`config.mk`:
```
export PLATFORM = sky130hd
export DESIGN_NAME = sync_length_checksum_deframer_flat
export DESIGN_NICKNAME = d
export VERILOG_FILES = /design/src/hw/rtl/slcd_pkg.sv /design/src/hw/rtl/slcd_if.sv /design/src/hw/rtl/slcd_front.sv /design/src/hw/rtl/slcd_fifo.sv /design/src/hw/rtl/slcd_back.sv /design/src/hw/rtl/sync_length_checksum_deframer.sv /design/src/flat_wrapper.sv
export VERILOG_INCLUDE_DIRS = /design/src /design/src/hw/rtl
export SDC_FILE = /design/constraint.sdc
export NUM_CORES = 1
export LEC_CHECK = 0
export ABC_CLOCK_PERIOD_IN_PS = 3100
export BUFFER_PORTS_ARGS = -buffer_cell sky130_fd_sc_hd__buf_2
export CORE_ASPECT_RATIO = 2
export CORE_MARGIN = 5
export CORE_UTILIZATION = 50
export DETAILED_ROUTE_END_ITERATION = 10
export HOLD_SLACK_MARGIN = 0.15
export PLACE_DENSITY = 0.72
export SLEW_MARGIN = 20
export SYNTH_ARGS = -nofsm -noshare
export SYNTH_HDL_FRONTEND = slang
export SYNTH_SLANG_ARGS = --single-unit
export TNS_END_PERCENT = 20
```
`constraint.sdc`:
```
create_clock -name clk -period 3.1 [get_ports clk]
set_input_delay 0.62 -clock clk [delete_from_list [all_inputs] [get_ports clk]]
set_output_delay 0.62 -clock clk [all_outputs]
set_load 0.05 [all_outputs]
```
`src/hw/rtl/sync_length_checksum_deframer_defines.svh`:
```
// ----------------------------------------------------------------------------
// Sync/length/checksum deframer - assertion macros
// Shared concurrent assertion forms used by the deframer RTL.
// ----------------------------------------------------------------------------
`ifndef SYNC_LENGTH_CHECKSUM_DEFRAMER_DEFINES_SVH
`define SYNC_LENGTH_CHECKSUM_DEFRAMER_DEFINES_SVH

// Consequent must hold in the same cycle as the antecedent
`define SLCD_ASSERT_SAME(label, clk, rst_n, ante, cons, msg) \
	label: assert property (@(posedge clk) disable iff (!rst_n) (ante) |-> (cons)) \
		else $error(msg);

// Consequent must hold in the cycle after the antecedent
`define SLCD_ASSERT_NEXT(label, clk, rst_n, ante, cons, msg) \
	label: assert property (@(posedge clk) disable iff (!rst_n) (ante) |=> (cons)) \
		else $error(msg);

`endif

```
`src/hw/rtl/slcd_pkg.sv`:
```
// ----------------------------------------------------------------------------
// Sync/length/checksum deframer - package
// Types, register map and checksum helper shared by the deframer modules.
// ----------------------------------------------------------------------------
package slcd_pkg;

	// Frame kind codes as reported on the result channel
	typedef enum logic [2:0] {
		KIND_DATA = 3'd0,
		KIND_ACK  = 3'd1,
		KIND_NAK  = 3'd2,
		KIND_EST  = 3'd3,
		KIND_ESTA = 3'd4
	} kind_t;

	// Register map (index = paddr[4:2])
	localparam int          REG_IDX_W     = 3;
	localparam int          APB_ADDR_W    = 5;
	localparam logic [2:0]  REG_SYNC_1ST  = 3'd0;
	localparam logic [2:0]  REG_SYNC_2ND  = 3'd1;
	localparam logic [2:0]  REG_DATA_CODE = 3'd2;
	localparam logic [2:0]  REG_ACK_CODE  = 3'd3;
	localparam logic [2:0]  REG_NAK_CODE  = 3'd4;
	localparam logic [2:0]  REG_EST_CODE  = 3'd5;
	localparam logic [2:0]  REG_ESTA_CODE = 3'd6;

	// Reset values
	localparam logic [7:0]  RST_SYNC_1ST  = 8'hEB;
	localparam logic [7:0]  RST_SYNC_2ND  = 8'h90;
	localparam logic [5:0]  RST_DATA_CODE = 6'd2;
	localparam logic [5:0]  RST_ACK_CODE  = 6'd0;
	localparam logic [5:0]  RST_NAK_CODE  = 6'd1;
	localparam logic [5:0]  RST_EST_CODE  = 6'd63;
	localparam logic [5:0]  RST_ESTA_CODE = 6'd62;

	// Configuration as seen by the classifier
	typedef struct packed {
		logic [7:0] sync_first;
		logic [7:0] sync_second;
		logic [5:0] data_code;
		logic [5:0] ack_code;
		logic [5:0] nak_code;
		logic [5:0] est_code;
		logic [5:0] esta_code;
	} cfg_t;

	// Classified byte passed from front to back
	typedef struct packed {
		logic [7:0] data;
		logic       sync1_hit;
		logic       sync2_hit;
		logic       kind_hit;
		kind_t      kind;
	} tok_t;

	// Rotate right by one, then add the byte (mod 256)
	function automatic logic [7:0] rot_add(input logic [7:0] sum, input logic [7:0] b);
		logic [7:0] r;
		r = {sum[0], sum[7:1]};
		return r + b;
	endfunction

endpackage

```
`src/hw/rtl/slcd_if.sv`:
```
// ----------------------------------------------------------------------------
// Sync/length/checksum deframer - channel interfaces
// Valid/ready byte input channel and result output channel.
// ----------------------------------------------------------------------------
interface slcd_in_if;
	logic       valid;
	logic       ready;
	logic [7:0] rx_byte;

	modport source (output valid, output rx_byte, input ready);
	modport sink   (input valid, input rx_byte, output ready);
endinterface

interface slcd_out_if;
	logic       valid;
	logic       ready;
	logic       is_summary;
	logic [7:0] payload_byte;
	logic [2:0] frame_kind;
	logic [1:0] frame_id;
	logic [5:0] payload_length;
	logic       checksum_good;

	modport source (
		output valid, output is_summary, output payload_byte, output frame_kind,
		output frame_id, output payload_length, output checksum_good,
		input ready
	);
	modport sink (
		input valid, input is_summary, input payload_byte, input frame_kind,
		input frame_id, input payload_length, input checksum_good,
		output ready
	);
endinterface

```
`src/hw/rtl/slcd_front.sv`:
```
// ----------------------------------------------------------------------------
// Sync/length/checksum deframer - front end
// Accepts received bytes and classifies them against the sync bytes and
// the frame kind codes, pushing one token per byte into the queue.
// ----------------------------------------------------------------------------
module slcd_front (
	slcd_in_if.sink        in_ch,
	input  slcd_pkg::cfg_t cfg,
	input  logic           q_full,
	output logic           q_push,
	output slcd_pkg::tok_t q_tok
);
	import slcd_pkg::*;

	logic [5:0] code;

	// Handshake: take a byte whenever the queue has room
	assign in_ch.ready = !q_full;
	assign q_push      = in_ch.valid && !q_full;

	// Sync compare and kind decode, priority data > ack > nak > est > esta
	assign code = in_ch.rx_byte[5:0];

	always_comb begin
		q_tok.data      = in_ch.rx_byte;
		q_tok.sync1_hit = (in_ch.rx_byte == cfg.sync_first);
		q_tok.sync2_hit = (in_ch.rx_byte == cfg.sync_second);
		q_tok.kind_hit  = 1'b1;
		q_tok.kind      = KIND_DATA;
		if (code == cfg.data_code) begin
			q_tok.kind = KIND_DATA;
		end else if (code == cfg.ack_code) begin
			q_tok.kind = KIND_ACK;
		end else if (code == cfg.nak_code) begin
			q_tok.kind = KIND_NAK;
		end else if (code == cfg.est_code) begin
			q_tok.kind = KIND_EST;
		end else if (code == cfg.esta_code) begin
			q_tok.kind = KIND_ESTA;
		end else begin
			q_tok.kind_hit = 1'b0;
		end
	end

endmodule

```
`src/hw/rtl/slcd_fifo.sv`:
```
// ----------------------------------------------------------------------------
// Sync/length/checksum deframer - token queue
// Two-entry queue decoupling the classifier from the frame parser.
// ----------------------------------------------------------------------------
module slcd_fifo (
	input  logic           clk,
	input  logic           arst_n,
	input  logic           push,
	input  slcd_pkg::tok_t push_tok,
	output logic           full,
	input  logic           pop,
	output logic           tok_valid,
	output slcd_pkg::tok_t tok
);
	import slcd_pkg::*;

	tok_t       mem_q [2];
	logic       wr_ptr_q;
	logic       rd_ptr_q;
	logic [1:0] count_q;

	assign full      = (count_q == 2'd2);
	assign tok_valid = (count_q != 2'd0);
	assign tok       = mem_q[rd_ptr_q];

	// Storage
	always_ff @(posedge clk) begin
		if (push) begin
			mem_q[wr_ptr_q] <= push_tok;
		end
	end

	// Pointers and occupancy
	always_ff @(posedge clk or negedge arst_n) begin
		if (!arst_n) begin
			wr_ptr_q <= 1'b0;
			rd_ptr_q <= 1'b0;
			count_q  <= 2'd0;
		end else begin
			if (push) begin
				wr_ptr_q <= !wr_ptr_q;
			end
			if (pop) begin
				rd_ptr_q <= !rd_ptr_q;
			end
			case ({push, pop})
				2'b10:   count_q <= count_q + 2'd1;
				2'b01:   count_q <= count_q - 2'd1;
				default: count_q <= count_q;
			endcase
		end
	end

endmodule

```
`src/hw/rtl/slcd_back.sv`:
```
// ----------------------------------------------------------------------------
// Sync/length/checksum deframer - back end
// Frame parser: walks sync, type, length, payload and checksum phases,
// keeps the rotate-add checksum and loads results into the output register.
// ----------------------------------------------------------------------------
`include "sync_length_checksum_deframer_defines.svh"

module slcd_back #(
	parameter int MAX_FRAME_LEN = 64
) (
	input  logic           clk,
	input  logic           arst_n,
	input  logic           tok_valid,
	input  slcd_pkg::tok_t tok,
	output logic           tok_pop,
	slcd_out_if.source     out_ch
);
	import slcd_pkg::*;

	localparam int SAT   = MAX_FRAME_LEN - 2;
	localparam int LEN_W = $clog2(MAX_FRAME_LEN - 1);

	typedef enum logic [2:0] {
		PH_SYNC1 = 3'd0,
		PH_SYNC2 = 3'd1,
		PH_TYPE  = 3'd2,
		PH_LEN   = 3'd3,
		PH_DATA  = 3'd4,
		PH_SUM   = 3'd5
	} phase_t;

	phase_t           phase_q;
	logic [LEN_W-1:0] pos_q;
	logic [LEN_W-1:0] len_q;
	logic [7:0]       sum_q;
	logic [1:0]       id_q;
	kind_t            kind_q;

	logic             out_valid_q;
	logic             out_summary_q;
	logic [7:0]       out_byte_q;
	kind_t            out_kind_q;
	logic [1:0]       out_id_q;
	logic [5:0]       out_len_q;
	logic             out_good_q;

	logic [7:0]       sum_next;
	logic [LEN_W:0]   pos_inc;
	logic [LEN_W-1:0] len_sat;
	logic [LEN_W+5:0] len_ext;
	logic             emit;

	// Pop whenever the output register is free or is being emptied
	assign tok_pop = tok_valid && (!out_valid_q || out_ch.ready);

	// Datapath helpers
	always_comb begin
		sum_next = rot_add(sum_q, tok.data);
		pos_inc  = {1'b0, pos_q} + (LEN_W + 1)'(1);
		len_sat  = (tok.data >= 8'(SAT)) ? LEN_W'(SAT) : tok.data[LEN_W-1:0];
		len_ext  = (LEN_W + 6)'(len_q);
		emit     = tok_pop && ((phase_q == PH_DATA) || (phase_q == PH_SUM));
	end

	// Parser state and output register
	always_ff @(posedge clk or negedge arst_n) begin
		if (!arst_n) begin
			phase_q       <= PH_SYNC1;
			pos_q         <= '0;
			len_q         <= '0;
			sum_q         <= 8'd0;
			id_q          <= 2'd0;
			kind_q        <= KIND_DATA;
			out_valid_q   <= 1'b0;
			out_summary_q <= 1'b0;
			out_byte_q    <= 8'd0;
			out_kind_q    <= KIND_DATA;
			out_id_q      <= 2'd0;
			out_len_q     <= 6'd0;
			out_good_q    <= 1'b0;
		end else begin
			// drained result with no new one behind it
			if (out_valid_q && out_ch.ready && !emit) begin
				out_valid_q <= 1'b0;
			end
			if (tok_pop) begin
				unique case (phase_q)
					PH_SYNC1: begin
						if (tok.sync1_hit) begin
							phase_q <= PH_SYNC2;
						end
					end
					PH_SYNC2: begin
						phase_q <= tok.sync2_hit ? PH_TYPE : PH_SYNC1;
					end
					PH_TYPE: begin
						// rotate of a zero sum is zero, so the sum starts at the byte
						id_q  <= tok.data[7:6];
						sum_q <= tok.data;
						pos_q <= '0;
						len_q <= '0;
						if (tok.kind_hit) begin
							kind_q  <= tok.kind;
							phase_q <= (tok.kind == KIND_DATA) ? PH_LEN : PH_SUM;
						end else begin
							phase_q <= PH_SYNC1;
						end
					end
					PH_LEN: begin
						sum_q   <= sum_next;
						len_q   <= len_sat;
						pos_q   <= '0;
						phase_q <= PH_DATA;
					end
					PH_DATA: begin
						// a zero-length frame still carries one byte, kept out of the sum
						if (pos_q < len_q) begin
							sum_q <= sum_next;
						end
						pos_q <= pos_inc[LEN_W-1:0];
						if (pos_inc >= {1'b0, len_q}) begin
							phase_q <= PH_SUM;
						end
						out_valid_q   <= 1'b1;
						out_summary_q <= 1'b0;
						out_byte_q    <= tok.data;
						out_kind_q    <= KIND_DATA;
						out_id_q      <= id_q;
						out_len_q     <= len_ext[5:0];
						out_good_q    <= 1'b0;
					end
					PH_SUM: begin
						out_valid_q   <= 1'b1;
						out_summary_q <= 1'b1;
						out_byte_q    <= 8'd0;
						out_kind_q    <= kind_q;
						out_id_q      <= id_q;
						if (kind_q == KIND_DATA) begin
							out_len_q  <= len_ext[5:0];
							out_good_q <= (tok.data == 8'd0) || (tok.data == sum_q);
						end else begin
							out_len_q  <= 6'd0;
							out_good_q <= 1'b1;
						end
						phase_q <= PH_SYNC1;
					end
					default: begin
						phase_q <= PH_SYNC1;
					end
				endcase
			end
		end
	end

	// Result channel
	assign out_ch.valid          = out_valid_q;
	assign out_ch.is_summary     = out_summary_q;
	assign out_ch.payload_byte   = out_byte_q;
	assign out_ch.frame_kind     = out_kind_q;
	assign out_ch.frame_id       = out_id_q;
	assign out_ch.payload_length = out_len_q;
	assign out_ch.checksum_good  = out_good_q;

	// Checks
	`SLCD_ASSERT_NEXT(a_sum_emits, clk, arst_n, tok_pop && (phase_q == PH_SUM), out_valid_q && out_summary_q, "checksum byte gave no summary")
	`SLCD_ASSERT_NEXT(a_data_emits, clk, arst_n, tok_pop && (phase_q == PH_DATA), out_valid_q && !out_summary_q, "payload byte gave no result")
	`SLCD_ASSERT_SAME(a_pos_bound, clk, arst_n, phase_q == PH_DATA, pos_q <= len_q, "payload position past frame length")
	`SLCD_ASSERT_SAME(a_payload_kind, clk, arst_n, out_valid_q && !out_summary_q, out_kind_q == KIND_DATA, "payload result outside a data frame")

endmodule

```
`src/hw/rtl/sync_length_checksum_deframer.sv`:
```
// ----------------------------------------------------------------------------
// Sync/length/checksum deframer - top level
// Two-byte sync, length-framed byte deframer with rotate-add checksum and
// APB configuration registers.
//
//   channel | dir | payload                                   | handshake
//   in_ch   | in  | rx_byte                                   | valid/ready
//   out_ch  | out | is_summary, payload_byte, frame_kind,     | valid/ready
//           |     | frame_id, payload_length, checksum_good   |
//   apb     | in  | sync bytes and kind codes, 4-byte stride  | psel/penable
//
// One byte per cycle sustained while the result channel is not stalled; a taken
// byte is written into the token queue, then the parser pops it and loads its
// result into the output register.
// While a result stalls the two-entry token queue absorbs two more bytes, then
// input stalls; once the queue drains by one, input resumes the cycle after.
// Reset is asynchronous, active low; no clearing pass is needed.
// ----------------------------------------------------------------------------
module sync_length_checksum_deframer #(
	parameter int MAX_FRAME_LEN = 64
) (
	input  logic                            clk,
	input  logic                            arst_n,
	input  logic                            psel,
	input  logic                            penable,
	input  logic                            pwrite,
	input  logic [slcd_pkg::APB_ADDR_W-1:0] paddr,
	input  logic [31:0]                     pwdata,
	output logic [31:0]                     prdata,
	output logic                            pready,
	slcd_in_if.sink                         in_ch,
	slcd_out_if.source                      out_ch
);
	import slcd_pkg::*;

	cfg_t                 cfg_q;
	logic [REG_IDX_W-1:0] reg_idx;
	logic                 wr_en;

	logic                 q_full;
	logic                 q_push;
	tok_t                 push_tok;
	logic                 q_pop;
	logic                 q_valid;
	tok_t                 q_tok;

	// Register access
	assign pready  = 1'b1;
	assign reg_idx = paddr[APB_ADDR_W-1:2];
	assign wr_en   = psel && penable && pwrite;

	always_ff @(posedge clk or negedge arst_n) begin
		if (!arst_n) begin
			cfg_q.sync_first  <= RST_SYNC_1ST;
			cfg_q.sync_second <= RST_SYNC_2ND;
			cfg_q.data_code   <= RST_DATA_CODE;
			cfg_q.ack_code    <= RST_ACK_CODE;
			cfg_q.nak_code    <= RST_NAK_CODE;
			cfg_q.est_code    <= RST_EST_CODE;
			cfg_q.esta_code   <= RST_ESTA_CODE;
		end else if (wr_en) begin
			unique case (reg_idx)
				REG_SYNC_1ST:  cfg_q.sync_first  <= pwdata[7:0];
				REG_SYNC_2ND:  cfg_q.sync_second <= pwdata[7:0];
				REG_DATA_CODE: cfg_q.data_code   <= pwdata[5:0];
				REG_ACK_CODE:  cfg_q.ack_code    <= pwdata[5:0];
				REG_NAK_CODE:  cfg_q.nak_code    <= pwdata[5:0];
				REG_EST_CODE:  cfg_q.est_code    <= pwdata[5:0];
				REG_ESTA_CODE: cfg_q.esta_code   <= pwdata[5:0];
				default: ;
			endcase
		end
	end

	// Read mux
	always_comb begin
		unique case (reg_idx)
			REG_SYNC_1ST:  prdata = 32'(cfg_q.sync_first);
			REG_SYNC_2ND:  prdata = 32'(cfg_q.sync_second);
			REG_DATA_CODE: prdata = 32'(cfg_q.data_code);
			REG_ACK_CODE:  prdata = 32'(cfg_q.ack_code);
			REG_NAK_CODE:  prdata = 32'(cfg_q.nak_code);
			REG_EST_CODE:  prdata = 32'(cfg_q.est_code);
			REG_ESTA_CODE: prdata = 32'(cfg_q.esta_code);
			default:       prdata = 32'd0;
		endcase
	end

	// Classifier
	slcd_front u_front (
		.in_ch  (in_ch),
		.cfg    (cfg_q),
		.q_full (q_full),
		.q_push (q_push),
		.q_tok  (push_tok)
	);

	// Token queue
	slcd_fifo u_fifo (
		.clk       (clk),
		.arst_n    (arst_n),
		.push      (q_push),
		.push_tok  (push_tok),
		.full      (q_full),
		.pop       (q_pop),
		.tok_valid (q_valid),
		.tok       (q_tok)
	);

	// Frame parser
	slcd_back #(
		.MAX_FRAME_LEN (MAX_FRAME_LEN)
	) u_back (
		.clk       (clk),
		.arst_n    (arst_n),
		.tok_valid (q_valid),
		.tok       (q_tok),
		.tok_pop   (q_pop),
		.out_ch    (out_ch)
	);

endmodule

```
`src/flat_wrapper.sv`:
```
// flat-port wrapper written by rule: the top's interface ports become plain ports
module sync_length_checksum_deframer_flat import slcd_pkg::*;
#(
	parameter int MAX_FRAME_LEN = 64
)
  (clk, arst_n, psel, penable, pwrite, paddr, pwdata, prdata, pready, in_ch_valid, in_ch_rx_byte, in_ch_ready, out_ch_valid, out_ch_is_summary, out_ch_payload_byte, out_ch_frame_kind, out_ch_frame_id, out_ch_payload_length, out_ch_checksum_good, out_ch_ready);
  slcd_in_if in_ch_i ();
  slcd_out_if out_ch_i ();
  input  logic clk;
  input  logic arst_n;
  input  logic psel;
  input  logic penable;
  input  logic pwrite;
  input  logic [slcd_pkg::APB_ADDR_W-1:0] paddr;
  input  logic [31:0] pwdata;
  output logic [31:0] prdata;
  output logic pready;
  input wire logic [$bits(in_ch_i.valid)-1:0] in_ch_valid;
  input wire logic [$bits(in_ch_i.rx_byte)-1:0] in_ch_rx_byte;
  output wire logic [$bits(in_ch_i.ready)-1:0] in_ch_ready;
  output wire logic [$bits(out_ch_i.valid)-1:0] out_ch_valid;
  output wire logic [$bits(out_ch_i.is_summary)-1:0] out_ch_is_summary;
  output wire logic [$bits(out_ch_i.payload_byte)-1:0] out_ch_payload_byte;
  output wire logic [$bits(out_ch_i.frame_kind)-1:0] out_ch_frame_kind;
  output wire logic [$bits(out_ch_i.frame_id)-1:0] out_ch_frame_id;
  output wire logic [$bits(out_ch_i.payload_length)-1:0] out_ch_payload_length;
  output wire logic [$bits(out_ch_i.checksum_good)-1:0] out_ch_checksum_good;
  input wire logic [$bits(out_ch_i.ready)-1:0] out_ch_ready;
  assign in_ch_i.valid = in_ch_valid;
  assign in_ch_i.rx_byte = in_ch_rx_byte;
  assign in_ch_ready = in_ch_i.ready;
  assign out_ch_valid = out_ch_i.valid;
  assign out_ch_is_summary = out_ch_i.is_summary;
  assign out_ch_payload_byte = out_ch_i.payload_byte;
  assign out_ch_frame_kind = out_ch_i.frame_kind;
  assign out_ch_frame_id = out_ch_i.frame_id;
  assign out_ch_payload_length = out_ch_i.payload_length;
  assign out_ch_checksum_good = out_ch_i.checksum_good;
  assign out_ch_i.ready = out_ch_ready;
  sync_length_checksum_deframer #(.MAX_FRAME_LEN(MAX_FRAME_LEN)) u_core (.clk(clk), .arst_n(arst_n), .psel(psel), .penable(penable), .pwrite(pwrite), .paddr(paddr), .pwdata(pwdata), .prdata(prdata), .pready(pready), .in_ch(in_ch_i), .out_ch(out_ch_i));
endmodule
```
==> metrics <==
number of global-route vias before repair about 5200; total CTS buffers 17; share of layout cells above drive strength 1 28.49%; WL final 16.20 mm; status finished, final reports clean; Worst Path Buf+Inv 1; wl on met1 about 5.2 mm; Max Used Layer met4; Peak VDD IR 0.4840 mV; leakage power 3.502 nW; gpl congestion 0.9502; pin count of the biggest net entering global routing 46; CTS root buffer clkbuf_16; Starting Density between 50% and 60%; Seq/Total Area, Yosys 48.28%; # IOs 108; RSZ-0062 raised after global routing false; fin crit share 92.74%; Final Hold Slack 434.9 ps; antenna cell count 0; maxcap violations 0; Slew Limit Fails 0; Final Critical Period roughly 2900 ps; Routed Antenna Nets 0; Setup Skew between 8 and 9 ps; die height between 150 and 200 microns; Cell Rows between 60 and 70; DRC Markers 0; WS Path Type register to register; Post-synth EDFFs 28; Die Wd 93.54 microns; WL met2 around 9.1 mm; Synth Warn # 0; Filler cells 1166; Synth Area per Inst 11.31 sq um; die area 16560 sq um; PD cells 1019 nW/um^2; crit-path cells mux2i_1 -> inv_2 -> ha_1 -> or2_1 -> a21oi_1 -> nor3_1 -> nor3b_1 -> xnor2_1 -> mux2_4; type of destination of the critical path register; synthesis-stage register bit count about 130; Hold Path Class input port to register; first-pass GRT wire length 26.10 mm; maximum clock path buffer count 2; GRT overflow 0; type of origin of the critical path register; GRT Overall Usage 20.63%; Final Non-Filler Cells 884; CP required 3400 ps; final setup fails 0; Routed met3 length 611 microns; initial detailed-routing violation count 177; top cells by area, synth dfrtp_1, edfxtp_1, mux2_2, dfstp_2, xnor2_1; drt via density 5.529; vias approximately 4900; final hold vios 0; Top FF cell, synth dfrtp_1; CTS clk-pin slew, worst paths ~60 ps; Skew-Pair Late Insertion Delay ~420 ps; IO buf count 56; Placed Cells between 800 and 900; Crit-path slowest cell dfrtp_1; Max Fclk approximately 350 MHz; DR pass1 iterations 4; Area Growth Syn to Fin 14.40%; TNS Setup 0 ps; core footprint 13810 sq um; average wire per standard cell between 15 and 20 microns; CP delay by family, top multiplexers; Worst EP arrival 3180 ps; antenna violations before repair 0; total power 0.008139 W; Max transition margin 52.22%; Worst-Margin Slew 714.0 ps; Post-Syn Area 6979 sq um; CTS H-tree lvls 4; HPWL Detailed 12.49 mm; ys async rst share 78.13%; crit-path max cell delay 690 ps; Synth top area share 28.33%; critical path peak fanout 12; area leader, netlist dfrtp_1; nets 757; Netlist cell types 62; CTS sink cnt 128; post-synthesis cell count 617; CTS tree yes
[final cells by class]
type	instances	area, sq um	area share [%]
inverters	24	92.59	1.160
flip-flops and latches	128	3369	42.20
repair buffers	72	417.9	5.234
well taps	189	236.5	2.962
multi-input cells	440	3297	41.29
clock inverters	12	106.4	1.332
clock buffers	19	464.2	5.814
[flip-flops by register name, summed over array words and instances, names as in the netlist]
name and flops:
u_core.u_fifo.wr_ptr_q 1, u_core.u_back.out_ch.payload_length 6, u_core.u_fifo.mem_q 28, u_core.u_back.pos_q 6, u_core.u_back.phase_q 3, u_core.u_fifo.count_q 2
u_core.u_back.sum_q 8, u_core.u_back.kind_q 3, u_core.u_fifo.rd_ptr_q 1, u_core.cfg_q 46, u_core.u_back.out_ch.checksum_good 1, u_core.u_back.out_ch.is_summary 1
u_core.u_back.len_q 6, u_core.u_back.out_ch.payload_byte 8, u_core.u_back.out_ch.valid 1, u_core.u_back.out_ch.frame_id 2, u_core.u_back.id_q 2, u_core.u_back.out_ch.frame_kind 3
[through the flow]
stage          util, %  setup slack (ps)  area, sq um
2_1_floorplan        -             242.6         7066
3_3_place_gp     53.59             385.0         7403
3_5_place_dp     53.59             282.4         7403
4_1_cts          57.79             268.3         7984
5_1_grt          57.79             128.4         7984
6_report         57.79             225.2         7984
[cell usage after synthesis, drive strengths merged (2+ instances only)]
| cell type | n |
|---|---|
| dfrtp | 79 |
| mux2 | 58 |
| xnor2 | 46 |
| buf | 40 |
| nand2 | 38 |
| nor2 | 37 |
| o21ai | 31 |
| a21oi | 29 |
| edfxtp | 28 |
| inv | 24 |
| dfstp | 21 |
| ha | 21 |
| mux2i | 21 |
| xor2 | 20 |
| a22o | 15 |
| nor3 | 15 |
| nand3 | 13 |
| nand4 | 11 |
| clkbuf | 8 |
| o31ai | 7 |
| nor2b | 6 |
| nand2b | 5 |
| nor4 | 5 |
| mux4 | 4 |
| a21o | 2 |
| a31oi | 2 |
| and2 | 2 |
| and3 | 2 |
| conb | 2 |
| nor3b | 2 |
| o211ai | 2 |
| o21a | 2 |
| o221ai | 2 |
| or3 | 2 |
[cells in the final DEF (no fill, tap or decap), types with 15 or more instances in the layout]
master	netlist	routed
buf_4	27	15
dfrtp_1	79	79
nand2_1	38	38
nor2_1	36	36
xor2_1	20	20
mux2_2	51	51
mux2i_1	20	20
a22o_1	15	15
edfxtp_1	28	28
ha_1	21	21
clkbuf_16	0	18
dfstp_2	21	21
o21ai_0	27	27
buf_2	8	55
inv_1	17	17
xnor2_1	46	46
a21oi_1	29	29
conb_1	2	25
[power breakdown]
part           total [W]  internal (W)  switching (W)
clock network    0.00192       0.00117       0.000752
logic            0.00346       0.00134        0.00212
registers        0.00276       0.00230       0.000459
[timing repair]
action / CTS / global route
setup endpoints to repair: 0 / 0
setup buffers: 0 / 0
gates resized for setup: 0 / 0
hold endpoints to repair: 15 / 0
hold buffers: 1 / 0
[worst paths after layout]
path                                                       from                              endpoint  slack [ps]  depth (start not counted)
min reg2reg                u_core.u_back.out_ch.payload_byte[3]  u_core.u_back.out_ch.payload_byte[3]         470                          2
max in group asynchronous                                arst_n                      u_core.cfg_q[39]        1670                          3
min in group asynchronous                                arst_n                      u_core.cfg_q[36]         650                          2
max reg2reg                              u_core.u_fifo.rd_ptr_q                u_core.u_back.sum_q[7]         230                          9
min                                                   pwdata[7]                      u_core.cfg_q[37]         430                          2
max                                      u_core.u_fifo.rd_ptr_q                u_core.u_back.sum_q[7]         230                          9
[worst reg2reg max path, stage by stage (launching register included)]
cell	delay (ps)
dfrtp_1	690
mux2i_1	430
inv_2	130
ha_1	360
or2_1	230
a21oi_1	210
nor3_1	90
nor3b_1	240
xnor2_1	100
mux2_4	270
[per-layer routing]
metal,track usage [%],vias to the layer above
met5,0,-
met4,15.61,0
met3,4.298,74
met2,38.12,176
met1,19.13,2362
li1,-,2276
[logic make-up (layout without fill, tap and decap cells)]
| family | count (synthesis) | after routing | share of synthesized area [%] |
|---|---|---|---|
| simple gates | 142 | 142 | 10.09 |
| mux | 83 | 83 | 14.04 |
| fa+ha+maj | 22 | 22 | 4.052 |
| flops | 128 | 128 | 48.28 |
| xor+xnor | 66 | 66 | 8.283 |
| buf+inv | 72 | 127 | 5.719 |
| other cells | 2 | 25 | 0.1076 |
| compound gates | 102 | 102 | 9.430 |
Note: power is estimated with default switching activity, not from simulation.
